===== config.mk =====
export PLATFORM = sky130hd
export DESIGN_NAME = taylor_series_evaluator
export DESIGN_NICKNAME = d
export VERILOG_FILES = /design/src/tse_pkg.sv /design/src/taylor_series_evaluator.sv /design/src/tse_sequencer.sv /design/src/tse_divider.sv /design/src/tse_datapath.sv
export SDC_FILE = /design/constraint.sdc
export NUM_CORES = 2
export LEC_CHECK = 0
export BUFFER_PORTS_ARGS = -buffer_cell sky130_fd_sc_hd__buf_4
export CAP_MARGIN = 20
export CORE_MARGIN = 1.5
export CORE_UTILIZATION = 28
export DETAILED_ROUTE_END_ITERATION = 8
export RECOVER_POWER = 50
export SYNTH_ARGS = -nofsm -noshare
export SYNTH_HDL_FRONTEND = slang
export SYNTH_SLANG_ARGS = --single-unit

===== constraint.sdc =====
create_clock -name clk -period 22.2 [get_ports clk]
set_clock_uncertainty 0.2 [all_clocks]
set_input_delay 1.11 -clock clk [delete_from_list [all_inputs] [get_ports clk]]
set_output_delay 1.11 -clock clk [all_outputs]
set_load 0.005 [all_outputs]

===== src/tse_pkg.sv =====
// shared types, constants and microcode for the taylor series evaluator
package tse_pkg;

  // field widths
  localparam int OP_W  = 2;
  localparam int ARG_W = 32;
  localparam int TC_W  = 6;
  localparam int VAL_W = 48;

  // configuration reset and default term limit
  localparam logic [TC_W-1:0] TC_RESET = 6'd8;
  localparam int MAX_TERMS_DEF = 32;

  // magnitude format, unsigned q15.32
  localparam int MAG_W = 47;
  localparam int MAG_HI_W = MAG_W - 32;
  localparam logic [MAG_W-1:0] MAG_MAX = {MAG_W{1'b1}};
  localparam logic [MAG_W-1:0] ONE_Q32 = MAG_W'(64'h1_0000_0000);

  // divider: dividend bits and quotient bits per cycle
  localparam int DVD_W = 56;
  localparam int DIGIT_W = 8;

  // operation codes
  localparam logic [OP_W-1:0] OP_SIN  = 2'd0;
  localparam logic [OP_W-1:0] OP_COS  = 2'd1;
  localparam logic [OP_W-1:0] OP_EXP  = 2'd2;
  localparam logic [OP_W-1:0] OP_SINH = 2'd3;

  // microprogram steps
  localparam int PC_W = 4;
  localparam logic [PC_W-1:0] S_IDLE  = 4'd0;
  localparam logic [PC_W-1:0] S_CHKZ  = 4'd1;
  localparam logic [PC_W-1:0] S_ACC   = 4'd2;
  localparam logic [PC_W-1:0] S_MULLO = 4'd3;
  localparam logic [PC_W-1:0] S_MULHI = 4'd4;
  localparam logic [PC_W-1:0] S_DIVLD = 4'd5;
  localparam logic [PC_W-1:0] S_DIV   = 4'd6;
  localparam logic [PC_W-1:0] S_MAG   = 4'd7;
  localparam logic [PC_W-1:0] S_FIN   = 4'd8;
  localparam logic [PC_W-1:0] S_RET   = 4'd9;

  // jump conditions
  localparam int COND_W = 3;
  localparam logic [COND_W-1:0] C_NEXT    = 3'd0;
  localparam logic [COND_W-1:0] C_JUMP    = 3'd1;
  localparam logic [COND_W-1:0] C_NOIN    = 3'd2;
  localparam logic [COND_W-1:0] C_ZERO    = 3'd3;
  localparam logic [COND_W-1:0] C_LAST    = 3'd4;
  localparam logic [COND_W-1:0] C_DIVMORE = 3'd5;
  localparam logic [COND_W-1:0] C_OUTBUSY = 3'd6;

  // datapath strobes of one control word
  typedef struct packed {
    logic start;
    logic acc;
    logic mul_lo;
    logic mul_hi;
    logic div_load;
    logic div_step;
    logic mag_upd;
    logic out_load;
  } ctrl_t;

  // one microcode word
  typedef struct packed {
    ctrl_t             ctrl;
    logic [COND_W-1:0] cond;
    logic [PC_W-1:0]   target;
  } uword_t;

  // datapath flags seen by the sequencer
  typedef struct packed {
    logic limit_zero;
    logic last_term;
    logic div_more;
  } dp_stat_t;

  // microcode rom
  function automatic uword_t ucode_word(input logic [PC_W-1:0] pc);
    uword_t w;
    w = '0;
    w.cond = C_NEXT;
    w.target = S_IDLE;
    case (pc)
      S_IDLE: begin
        w.ctrl.start = 1'b1;
        w.cond = C_NOIN;
        w.target = S_IDLE;
      end
      S_CHKZ: begin
        w.cond = C_ZERO;
        w.target = S_FIN;
      end
      S_ACC: begin
        w.ctrl.acc = 1'b1;
        w.cond = C_LAST;
        w.target = S_FIN;
      end
      S_MULLO: w.ctrl.mul_lo = 1'b1;
      S_MULHI: w.ctrl.mul_hi = 1'b1;
      S_DIVLD: w.ctrl.div_load = 1'b1;
      S_DIV: begin
        w.ctrl.div_step = 1'b1;
        w.cond = C_DIVMORE;
        w.target = S_DIV;
      end
      S_MAG: begin
        w.ctrl.mag_upd = 1'b1;
        w.cond = C_JUMP;
        w.target = S_ACC;
      end
      S_FIN: begin
        w.ctrl.out_load = 1'b1;
        w.cond = C_OUTBUSY;
        w.target = S_FIN;
      end
      S_RET: begin
        w.cond = C_JUMP;
        w.target = S_IDLE;
      end
      default: begin
        w.cond = C_JUMP;
        w.target = S_IDLE;
      end
    endcase
    return w;
  endfunction

endpackage


===== src/taylor_series_evaluator.sv =====
// top level: truncated maclaurin series for sine, cosine, exponential and sinh
//
// The input channel takes an operation code on in_tuser and a signed q4.28
// argument on in_tdata. The result channel gives the signed q15.32 sum of
// the first term_count series terms on out_tdata, saturated, and an overflow
// flag on out_tuser. term_count is written through cfg_we/cfg_wdata, by the
// user only while the block is idle; the block itself does not enforce this.
// Values above MAX_TERMS act as MAX_TERMS. The block works on one item at a
// time and takes no new item until the sequencer is back in idle. L terms of
// the power series are walked (L = N for the exponential, 2N otherwise).
// Each term after the first takes one pass through the shared 32x32
// multiplier (two products) and then the divider, which retires eight
// quotient bits a cycle, so the divider sets the pace.
// Reset clears the sequencer and the output valid flag and sets term_count
// to 8. A finished result waits in the output register; while the receiver
// stalls the sequencer holds in its final step and takes no new item.
module taylor_series_evaluator #(
  parameter int MAX_TERMS = tse_pkg::MAX_TERMS_DEF
) (
  input  logic        clk,
  input  logic        rst_n,
  input  logic        cfg_we,
  input  logic [5:0]  cfg_wdata,   // term_count
  input  logic        in_tvalid,
  output logic        in_tready,
  input  logic [31:0] in_tdata,    // argument
  input  logic [1:0]  in_tuser,    // operation
  output logic        out_tvalid,
  input  logic        out_tready,
  output logic [47:0] out_tdata,   // series_value
  output logic        out_tuser    // overflow
);
  import tse_pkg::*;

  logic [TC_W-1:0]  tc_r;
  logic             out_valid_r;
  logic [VAL_W-1:0] out_value_r;
  logic             out_ovf_r;
  logic             out_busy;
  ctrl_t            ctrl;
  dp_stat_t         dp_stat;
  logic [VAL_W-1:0] res_value;
  logic             res_ovf;

  assign out_busy = out_valid_r & ~out_tready;

  // configuration register
  always_ff @(posedge clk) begin
    if (!rst_n) begin
      tc_r <= TC_RESET;
    end else if (cfg_we) begin
      tc_r <= cfg_wdata;
    end
  end

  tse_sequencer u_seq (
    .clk      (clk),
    .rst_n    (rst_n),
    .in_valid (in_tvalid),
    .out_busy (out_busy),
    .dp_stat  (dp_stat),
    .ctrl     (ctrl),
    .ready    (in_tready)
  );

  tse_datapath #(
    .MAX_TERMS(MAX_TERMS)
  ) u_dp (
    .clk        (clk),
    .rst_n      (rst_n),
    .ctrl       (ctrl),
    .term_count (tc_r),
    .in_op      (in_tuser),
    .in_arg     (in_tdata),
    .dp_stat    (dp_stat),
    .res_value  (res_value),
    .res_ovf    (res_ovf)
  );

  // output register, freed by a transfer
  always_ff @(posedge clk) begin
    if (!rst_n) begin
      out_valid_r <= 1'b0;
    end else if (ctrl.out_load) begin
      out_valid_r <= 1'b1;
    end else if (out_tready) begin
      out_valid_r <= 1'b0;
    end
  end

  always_ff @(posedge clk) begin
    if (ctrl.out_load) begin
      out_value_r <= res_value;
      out_ovf_r <= res_ovf;
    end
  end

  assign out_tvalid = out_valid_r;
  assign out_tdata = out_value_r;
  assign out_tuser = out_ovf_r;

  // an accepted item blocks the input until its result is written
  a_busy_after_accept: assert property (@(posedge clk) disable iff (!rst_n)
    (in_tvalid && in_tready) |=> !in_tready)
    else $error("input ready right after a transfer");

  // after writing a result the sequencer returns to idle through its return step
  a_idle_after_result: assert property (@(posedge clk) disable iff (!rst_n)
    ctrl.out_load |-> ##2 in_tready)
    else $error("sequencer did not return to idle");

  // zero terms give zero without overflow
  a_zero_terms: assert property (@(posedge clk) disable iff (!rst_n)
    (ctrl.out_load && dp_stat.limit_zero) |=> (out_tdata == '0 && !out_tuser))
    else $error("zero term result not zero");

endmodule


===== src/tse_sequencer.sv =====
// microcode sequencer: step counter, rom lookup and conditional jumps
module tse_sequencer (
  input  logic           clk,
  input  logic           rst_n,
  input  logic           in_valid,
  input  logic           out_busy,
  input  tse_pkg::dp_stat_t dp_stat,
  output tse_pkg::ctrl_t ctrl,
  output logic           ready
);
  import tse_pkg::*;

  logic [PC_W-1:0] pc_r, pc_nxt;
  uword_t          word;
  logic            take;

  // decode current step
  always_comb begin
    word = ucode_word(pc_r);
    ready = word.ctrl.start;
    ctrl = word.ctrl;
    ctrl.start = word.ctrl.start & in_valid;
    ctrl.out_load = word.ctrl.out_load & ~out_busy;
  end

  // jump condition select
  always_comb begin
    case (word.cond)
      C_NEXT:    take = 1'b0;
      C_JUMP:    take = 1'b1;
      C_NOIN:    take = ~in_valid;
      C_ZERO:    take = dp_stat.limit_zero;
      C_LAST:    take = dp_stat.last_term;
      C_DIVMORE: take = dp_stat.div_more;
      C_OUTBUSY: take = out_busy;
      default:   take = 1'b1;
    endcase
    pc_nxt = take ? word.target : pc_r + PC_W'(1);
  end

  // step counter
  always_ff @(posedge clk) begin
    if (!rst_n) begin
      pc_r <= S_IDLE;
    end else begin
      pc_r <= pc_nxt;
    end
  end

endmodule


===== src/tse_divider.sv =====
// digit-serial unsigned divider by a narrow divisor, several quotient bits per step
module tse_divider #(
  parameter int DIV_W = 7
) (
  input  logic                      clk,
  input  logic                      rst_n,
  input  logic                      load,
  input  logic                      step,
  input  logic [tse_pkg::DVD_W-1:0] dividend,
  input  logic [DIV_W-1:0]          divisor,
  output logic [tse_pkg::DVD_W-1:0] quotient,
  output logic                      more
);
  import tse_pkg::*;

  localparam int STEPS = DVD_W / DIGIT_W;
  localparam int CNT_W = $clog2(STEPS + 1);

  logic [DVD_W-1:0] dvd_r, dvd_nxt;
  logic [DIV_W-1:0] rem_r, rem_nxt;
  logic [CNT_W-1:0] cnt_r;
  logic [DIV_W:0]   trial;

  // one digit of restoring division, quotient bits shift into the dividend
  always_comb begin
    rem_nxt = rem_r;
    dvd_nxt = dvd_r;
    trial = '0;
    for (int i = 0; i < DIGIT_W; i++) begin
      trial = {rem_nxt, dvd_nxt[DVD_W-1]};
      dvd_nxt = {dvd_nxt[DVD_W-2:0], 1'b0};
      if (trial >= {1'b0, divisor}) begin
        trial = trial - {1'b0, divisor};
        dvd_nxt[0] = 1'b1;
      end
      rem_nxt = trial[DIV_W-1:0];
    end
  end

  assign more = (cnt_r != CNT_W'(STEPS - 1));
  assign quotient = dvd_r;

  // digit counter
  always_ff @(posedge clk) begin
    if (!rst_n) begin
      cnt_r <= '0;
    end else if (load) begin
      cnt_r <= '0;
    end else if (step) begin
      cnt_r <= more ? cnt_r + CNT_W'(1) : '0;
    end
  end

  // dividend and partial remainder
  always_ff @(posedge clk) begin
    if (load) begin
      dvd_r <= dividend;
      rem_r <= '0;
    end else if (step) begin
      dvd_r <= dvd_nxt;
      rem_r <= rem_nxt;
    end
  end

endmodule


===== src/tse_datapath.sv =====
// term recurrence datapath: shared multiplier, divider, magnitude and sum registers
module tse_datapath #(
  parameter int MAX_TERMS = tse_pkg::MAX_TERMS_DEF
) (
  input  logic                      clk,
  input  logic                      rst_n,
  input  tse_pkg::ctrl_t            ctrl,
  input  logic [tse_pkg::TC_W-1:0]  term_count,
  input  logic [tse_pkg::OP_W-1:0]  in_op,
  input  logic [tse_pkg::ARG_W-1:0] in_arg,
  output tse_pkg::dp_stat_t         dp_stat,
  output logic [tse_pkg::VAL_W-1:0] res_value,
  output logic                      res_ovf
);
  import tse_pkg::*;

  localparam int LIM_W = $clog2(2 * MAX_TERMS + 1);
  localparam int SUM_W = VAL_W + LIM_W + 1;
  localparam int PART_W = 64 - 28;

  logic [OP_W-1:0]  op_r;
  logic             xneg_r;
  logic [ARG_W-1:0] ax_r;
  logic [LIM_W-1:0] lim_r, k_r;
  logic [MAG_W-1:0] mag_r;
  logic [SUM_W-1:0] sum_r;
  logic             ovf_r;
  logic [63:0]      mul_r;
  logic [PART_W-1:0] part_r;

  logic [LIM_W-1:0] n_terms, limit;
  logic [ARG_W-1:0] ax;
  logic [31:0]      mul_a;
  logic [DVD_W-1:0] dividend, quotient;
  logic             div_more;
  logic             use_term, neg_term;
  logic [SUM_W-1:0] term_ext;
  logic             sum_sat;

  // term limit and argument magnitude at accept
  always_comb begin
    n_terms = (int'(term_count) > MAX_TERMS) ? LIM_W'(MAX_TERMS) : LIM_W'(term_count);
    limit = (in_op == OP_EXP) ? n_terms : LIM_W'({n_terms, 1'b0});
    ax = in_arg[ARG_W-1] ? (~in_arg + ARG_W'(1)) : in_arg;
  end

  // which terms count and with what sign
  always_comb begin
    case (op_r)
      OP_EXP:  use_term = 1'b1;
      OP_COS:  use_term = ~k_r[0];
      default: use_term = k_r[0];
    endcase
    neg_term = xneg_r & k_r[0];
    if ((op_r == OP_SIN || op_r == OP_COS) && k_r[1]) begin
      neg_term = ~neg_term;
    end
    term_ext = SUM_W'(mag_r);
  end

  // shared multiplier operand: low or high word of the magnitude
  assign mul_a = ctrl.mul_hi ? 32'(mag_r[MAG_W-1:32]) : mag_r[31:0];

  // product realigned to q15.32 before the divide
  assign dividend = DVD_W'({mul_r, 4'b0000}) + DVD_W'(part_r);

  tse_divider #(
    .DIV_W(LIM_W)
  ) u_div (
    .clk      (clk),
    .rst_n    (rst_n),
    .load     (ctrl.div_load),
    .step     (ctrl.div_step),
    .dividend (dividend),
    .divisor  (k_r),
    .quotient (quotient),
    .more     (div_more)
  );

  // argument, limit and term index
  always_ff @(posedge clk) begin
    if (ctrl.start) begin
      op_r <= in_op;
      xneg_r <= in_arg[ARG_W-1];
      ax_r <= ax;
      lim_r <= limit;
      k_r <= '0;
    end else if (ctrl.acc) begin
      k_r <= k_r + LIM_W'(1);
    end
  end

  // multiplier and partial product registers
  always_ff @(posedge clk) begin
    if (ctrl.mul_lo || ctrl.mul_hi) begin
      mul_r <= 64'(mul_a) * 64'(ax_r);
    end
    if (ctrl.mul_hi) begin
      part_r <= mul_r[63:28];
    end
  end

  // magnitude, sum and overflow
  always_ff @(posedge clk) begin
    if (ctrl.start) begin
      mag_r <= ONE_Q32;
      sum_r <= '0;
      ovf_r <= 1'b0;
    end else begin
      if (ctrl.acc && use_term) begin
        sum_r <= neg_term ? sum_r - term_ext : sum_r + term_ext;
      end
      if (ctrl.mag_upd) begin
        if (|quotient[DVD_W-1:MAG_W]) begin
          mag_r <= MAG_MAX;
          ovf_r <= 1'b1;
        end else begin
          mag_r <= quotient[MAG_W-1:0];
        end
      end
    end
  end

  // saturation of the final sum to 48 bits
  always_comb begin
    sum_sat = ~((&sum_r[SUM_W-1:VAL_W-1]) | ~(|sum_r[SUM_W-1:VAL_W-1]));
    if (sum_sat) begin
      res_value = sum_r[SUM_W-1] ? {1'b1, {(VAL_W-1){1'b0}}} : {1'b0, {(VAL_W-1){1'b1}}};
    end else begin
      res_value = sum_r[VAL_W-1:0];
    end
    res_ovf = ovf_r | sum_sat;
  end

  // flags for the sequencer
  always_comb begin
    dp_stat.limit_zero = (lim_r == '0);
    dp_stat.last_term = ((k_r + LIM_W'(1)) == lim_r);
    dp_stat.div_more = div_more;
  end

endmodule


==> impl_metrics.csv <==
group,metric,value,unit
placement,numPortBuffers,95,
min_path,hold_class,"flop to flop",
detailed_routing,wirelength,164100,microns
placement,routabilityCongestion,0.9184,
clock_network,post-cts-setup-buffers,0,
sta,min_period,19660,ps
detailed_routing,drtIter0Drc,2946,
sta,final_max_slew_viol_count,391,
min_path,hold_start,"u_dp.mul_r[61]",
logic_synthesis,synth_top_area_cell,"fa_1",
placement,dpl-instance-area,59510,sq um
placement,dp_hpwl,126100,microns
floorplanning,start_util,28.24,%
clock_network,cts_hold_buffers,0,
worst_setup_path,startpoint_type,"flop",
sta,fin_crit_sh,88.57,%
sta,report.final.setup_viol,0,
detailed_routing,drc,0,
logic_synthesis,avgSynthCellArea,9.045,sq um
sta,worst_pin_slew,3606,ps
sta,rsz0062_at_grt,"false",
logic_synthesis,synth_area_leaders,"fa_1 (32%), edfxtp_1 (13%), ha_1 (9.3%)",
logic_synthesis,ys_types,86,
worst_setup_path,end_kind,"flop",
logic_synthesis,synthFlopType,"edfxtp_1",
logic_synthesis,yosysSeqAreaShare,18.01,%
floorplanning,die_w,449.7,microns
logic_synthesis,synth_seq_cells,379,
clock_network,cts_resized,0,
detailed_routing,vias,42670,
outcome,violations,"max-capacitance violations, max-slew violations",
cells_and_area,final_cell_mix,"nand2_1 (1165), inv_1 (1064), fa_1 (906), ha_1 (416), edfxtp_1 (247)",
clock_network,cts-root-buf,"clkbuf_16",
job,drv_cap,7,
floorplanning,die_area,202200,sq um
global_route,grt_pass1_vias,44250,
cells_and_area,drive_above_1_share,5.413,%
global_route,overflow,0,
worst_setup_path,setup.worst_path.class,"flop to flop",
worst_setup_path,cpMostUsedCell,"o21ai_0",
placement,pre_cts_ws,2663,ps
clock_network,cts_max_path_buffers,3,
sta,fin_ws,2537,ps
outcome,status,"finished, violations left",
clock_network,cts.clk_slew.worst_paths,60,ps
global_route,grt_max_degree,101,
logic_synthesis,synth_top_area_share,32.46,%
detailed_routing,wire_per_inst,18.70,microns
cells_and_area,design_area,60930,sq um
detailed_routing,vias_per_cell,4.863,
sta,worst_hold_slack,210.9,ps
worst_setup_path,crit_required,22370,ps
global_route,antenna_found_initial,18,
logic_synthesis,syn_nets,7544,
cells_and_area,nets,7466,
detailed_routing,first_pass_iters,7,
logic_synthesis,syn-cell-area,55870,sq um
logic_synthesis,async_flop_share,0,%
global_route,grt_usage,16.14,%
global_route,grt_pass1_wl,257200,microns
worst_setup_path,critPathMaxFanout,12,
detailed_routing,antenna_left,0,
sta,finalHoldViolCount,0,
worst_setup_path,crit_slowest_cell,"a211oi_2",
clock_network,clk_latency,640,ps
floorplanning,io_pins,96,
cells_and_area,area_growth,9.052,%
sta,slew_headroom,-140.4,%
floorplanning,core,197800,sq um
sta,fmax,0.05086,GHz
logic_synthesis,synth_warnings,0,
worst_setup_path,worstPathArrival,19840,ps
logic_synthesis,synth_edf_count,247,
floorplanning,rows,163,
cells_and_area,final_common_cell,"nand2_1",
worst_setup_path,r2r-start,"u_dp.k_r[1]",
clock_network,cts_buffers,43,
clock_network,cts_tree,"yes",
worst_setup_path,max_stage_delay,580,ps
clock_network,clock-sinks,379,
worst_setup_path,critPathLaunch,"u_dp.k_r[1]",
floorplanning,die_h,449.7,microns
sta,setup_tns,0,ps
logic_synthesis,syn_inst,6177,
clock_network,htree_levels,2,
-- area by class of cell --
cell class	instances	area, sq um
Timing Repair Buffer	196	1411
Inverter	1066	4006
Sequential cell	379	10060
Multi-Input combinational cell	4413	40650
Clock inverter	21	297.8
Antenna cell	1	2.502
Fill cell	20630	136900
Clock buffer	58	1194
Tap cell	2640	3303
-- stage by stage --
| step | utilization [%] | instances |
|---|---|---|
| 4_1_cts | 30.83 | 8773 |
| 3_3_place_gp | 30.08 | 8694 |
| 5_1_grt | 30.80 | 8774 |
| 6_report | 30.80 | 8774 |
| 3_5_place_dp | 30.08 | 8694 |
| 2_1_floorplan | - | 6177 |
-- registers in the layout, indices dropped and copies added (netlist names), 3 cells and up --
signal,cells
u_dp.ax_r,32
tc_r,6
u_dp.u_div.cnt_r,3
u_dp.u_div.quotient,56
u_seq.pc_r,4
u_dp.lim_r,7
u_dp.k_r,7
u_dp.sum_r,56
u_dp.part_r,36
u_dp.u_div.rem_r,7
u_dp.mul_r,64
u_dp.mag_r,47
out_tdata,48
-- Yosys cell counts (32+ instances only) --
cell type / instances
nor2_1: 154
fa_1: 906
a211oi_1: 32
mux2_2: 44
inv_1: 1065
xor2_1: 85
o31ai_1: 32
nor2b_1: 43
a21o_1: 152
a21oi_1: 222
a31oi_1: 63
nand2_1: 1167
nor3_1: 39
o21ai_0: 174
dfxtp_1: 132
and3_1: 137
and2_1: 147
clkbuf_1: 290
xnor2_1: 173
nand2b_1: 45
mux2i_1: 35
nand3_1: 50
ha_1: 416
edfxtp_1: 247
-- critical path, delay by kind of cell (launching register included) --
family	cells	cell delay [ps]
AOI/OAI and AO/OA	40	10570
adders and majority gates	8	3040
buffers and inverters	4	1000
DFF	1	310
muxes	7	2470
and+or+nand+nor	13	1790
-- cell families (layout without fill, tap and decap cells) --
logic type                 after synthesis  count (layout)  share of synthesized area [%]
AOI/OAI and AO/OA                      857             857                          9.928
xor gates and xnor gates               258             258                          4.045
adders and majority gates             1322            1322                          41.78
buffers and inverters                 1385            1341                          9.363
DFF                                    379             379                          18.01
muxes                                   83              83                          1.626
other                                    0               1                              0
and+or+nand+nor                       1893            1893                          15.25
-- final timing paths --
| path | endpoint | slack [ps] | depth (start not counted) |
|---|---|---|---|
| worst max register to register | u_dp.u_div.quotient[0] | 2540 | 72 |
| worst max-delay path | u_dp.u_div.quotient[0] | 2540 | 72 |
| worst min register to register | u_dp.part_r[33] | 210 | 0 |
| worst min-delay path | u_dp.part_r[33] | 210 | 0 |
-- metal layers --
layer / global-route usage (%) / wire (microns) / part of all wire (%) / up-vias
met5: 0 / 0 / 0 / -
met4: 5.115 / 5637 / 3.4 / 0
met3: 2.028 / 9771 / 6.0 / 254
met2: 27.41 / 77860 / 47 / 1300
met1: 21.24 / 70810 / 43 / 21650
li1: - / - / - / 19460
Power is not shown: default switching activity piles up to over one toggle a cycle in this logic, so the estimate is an artifact.
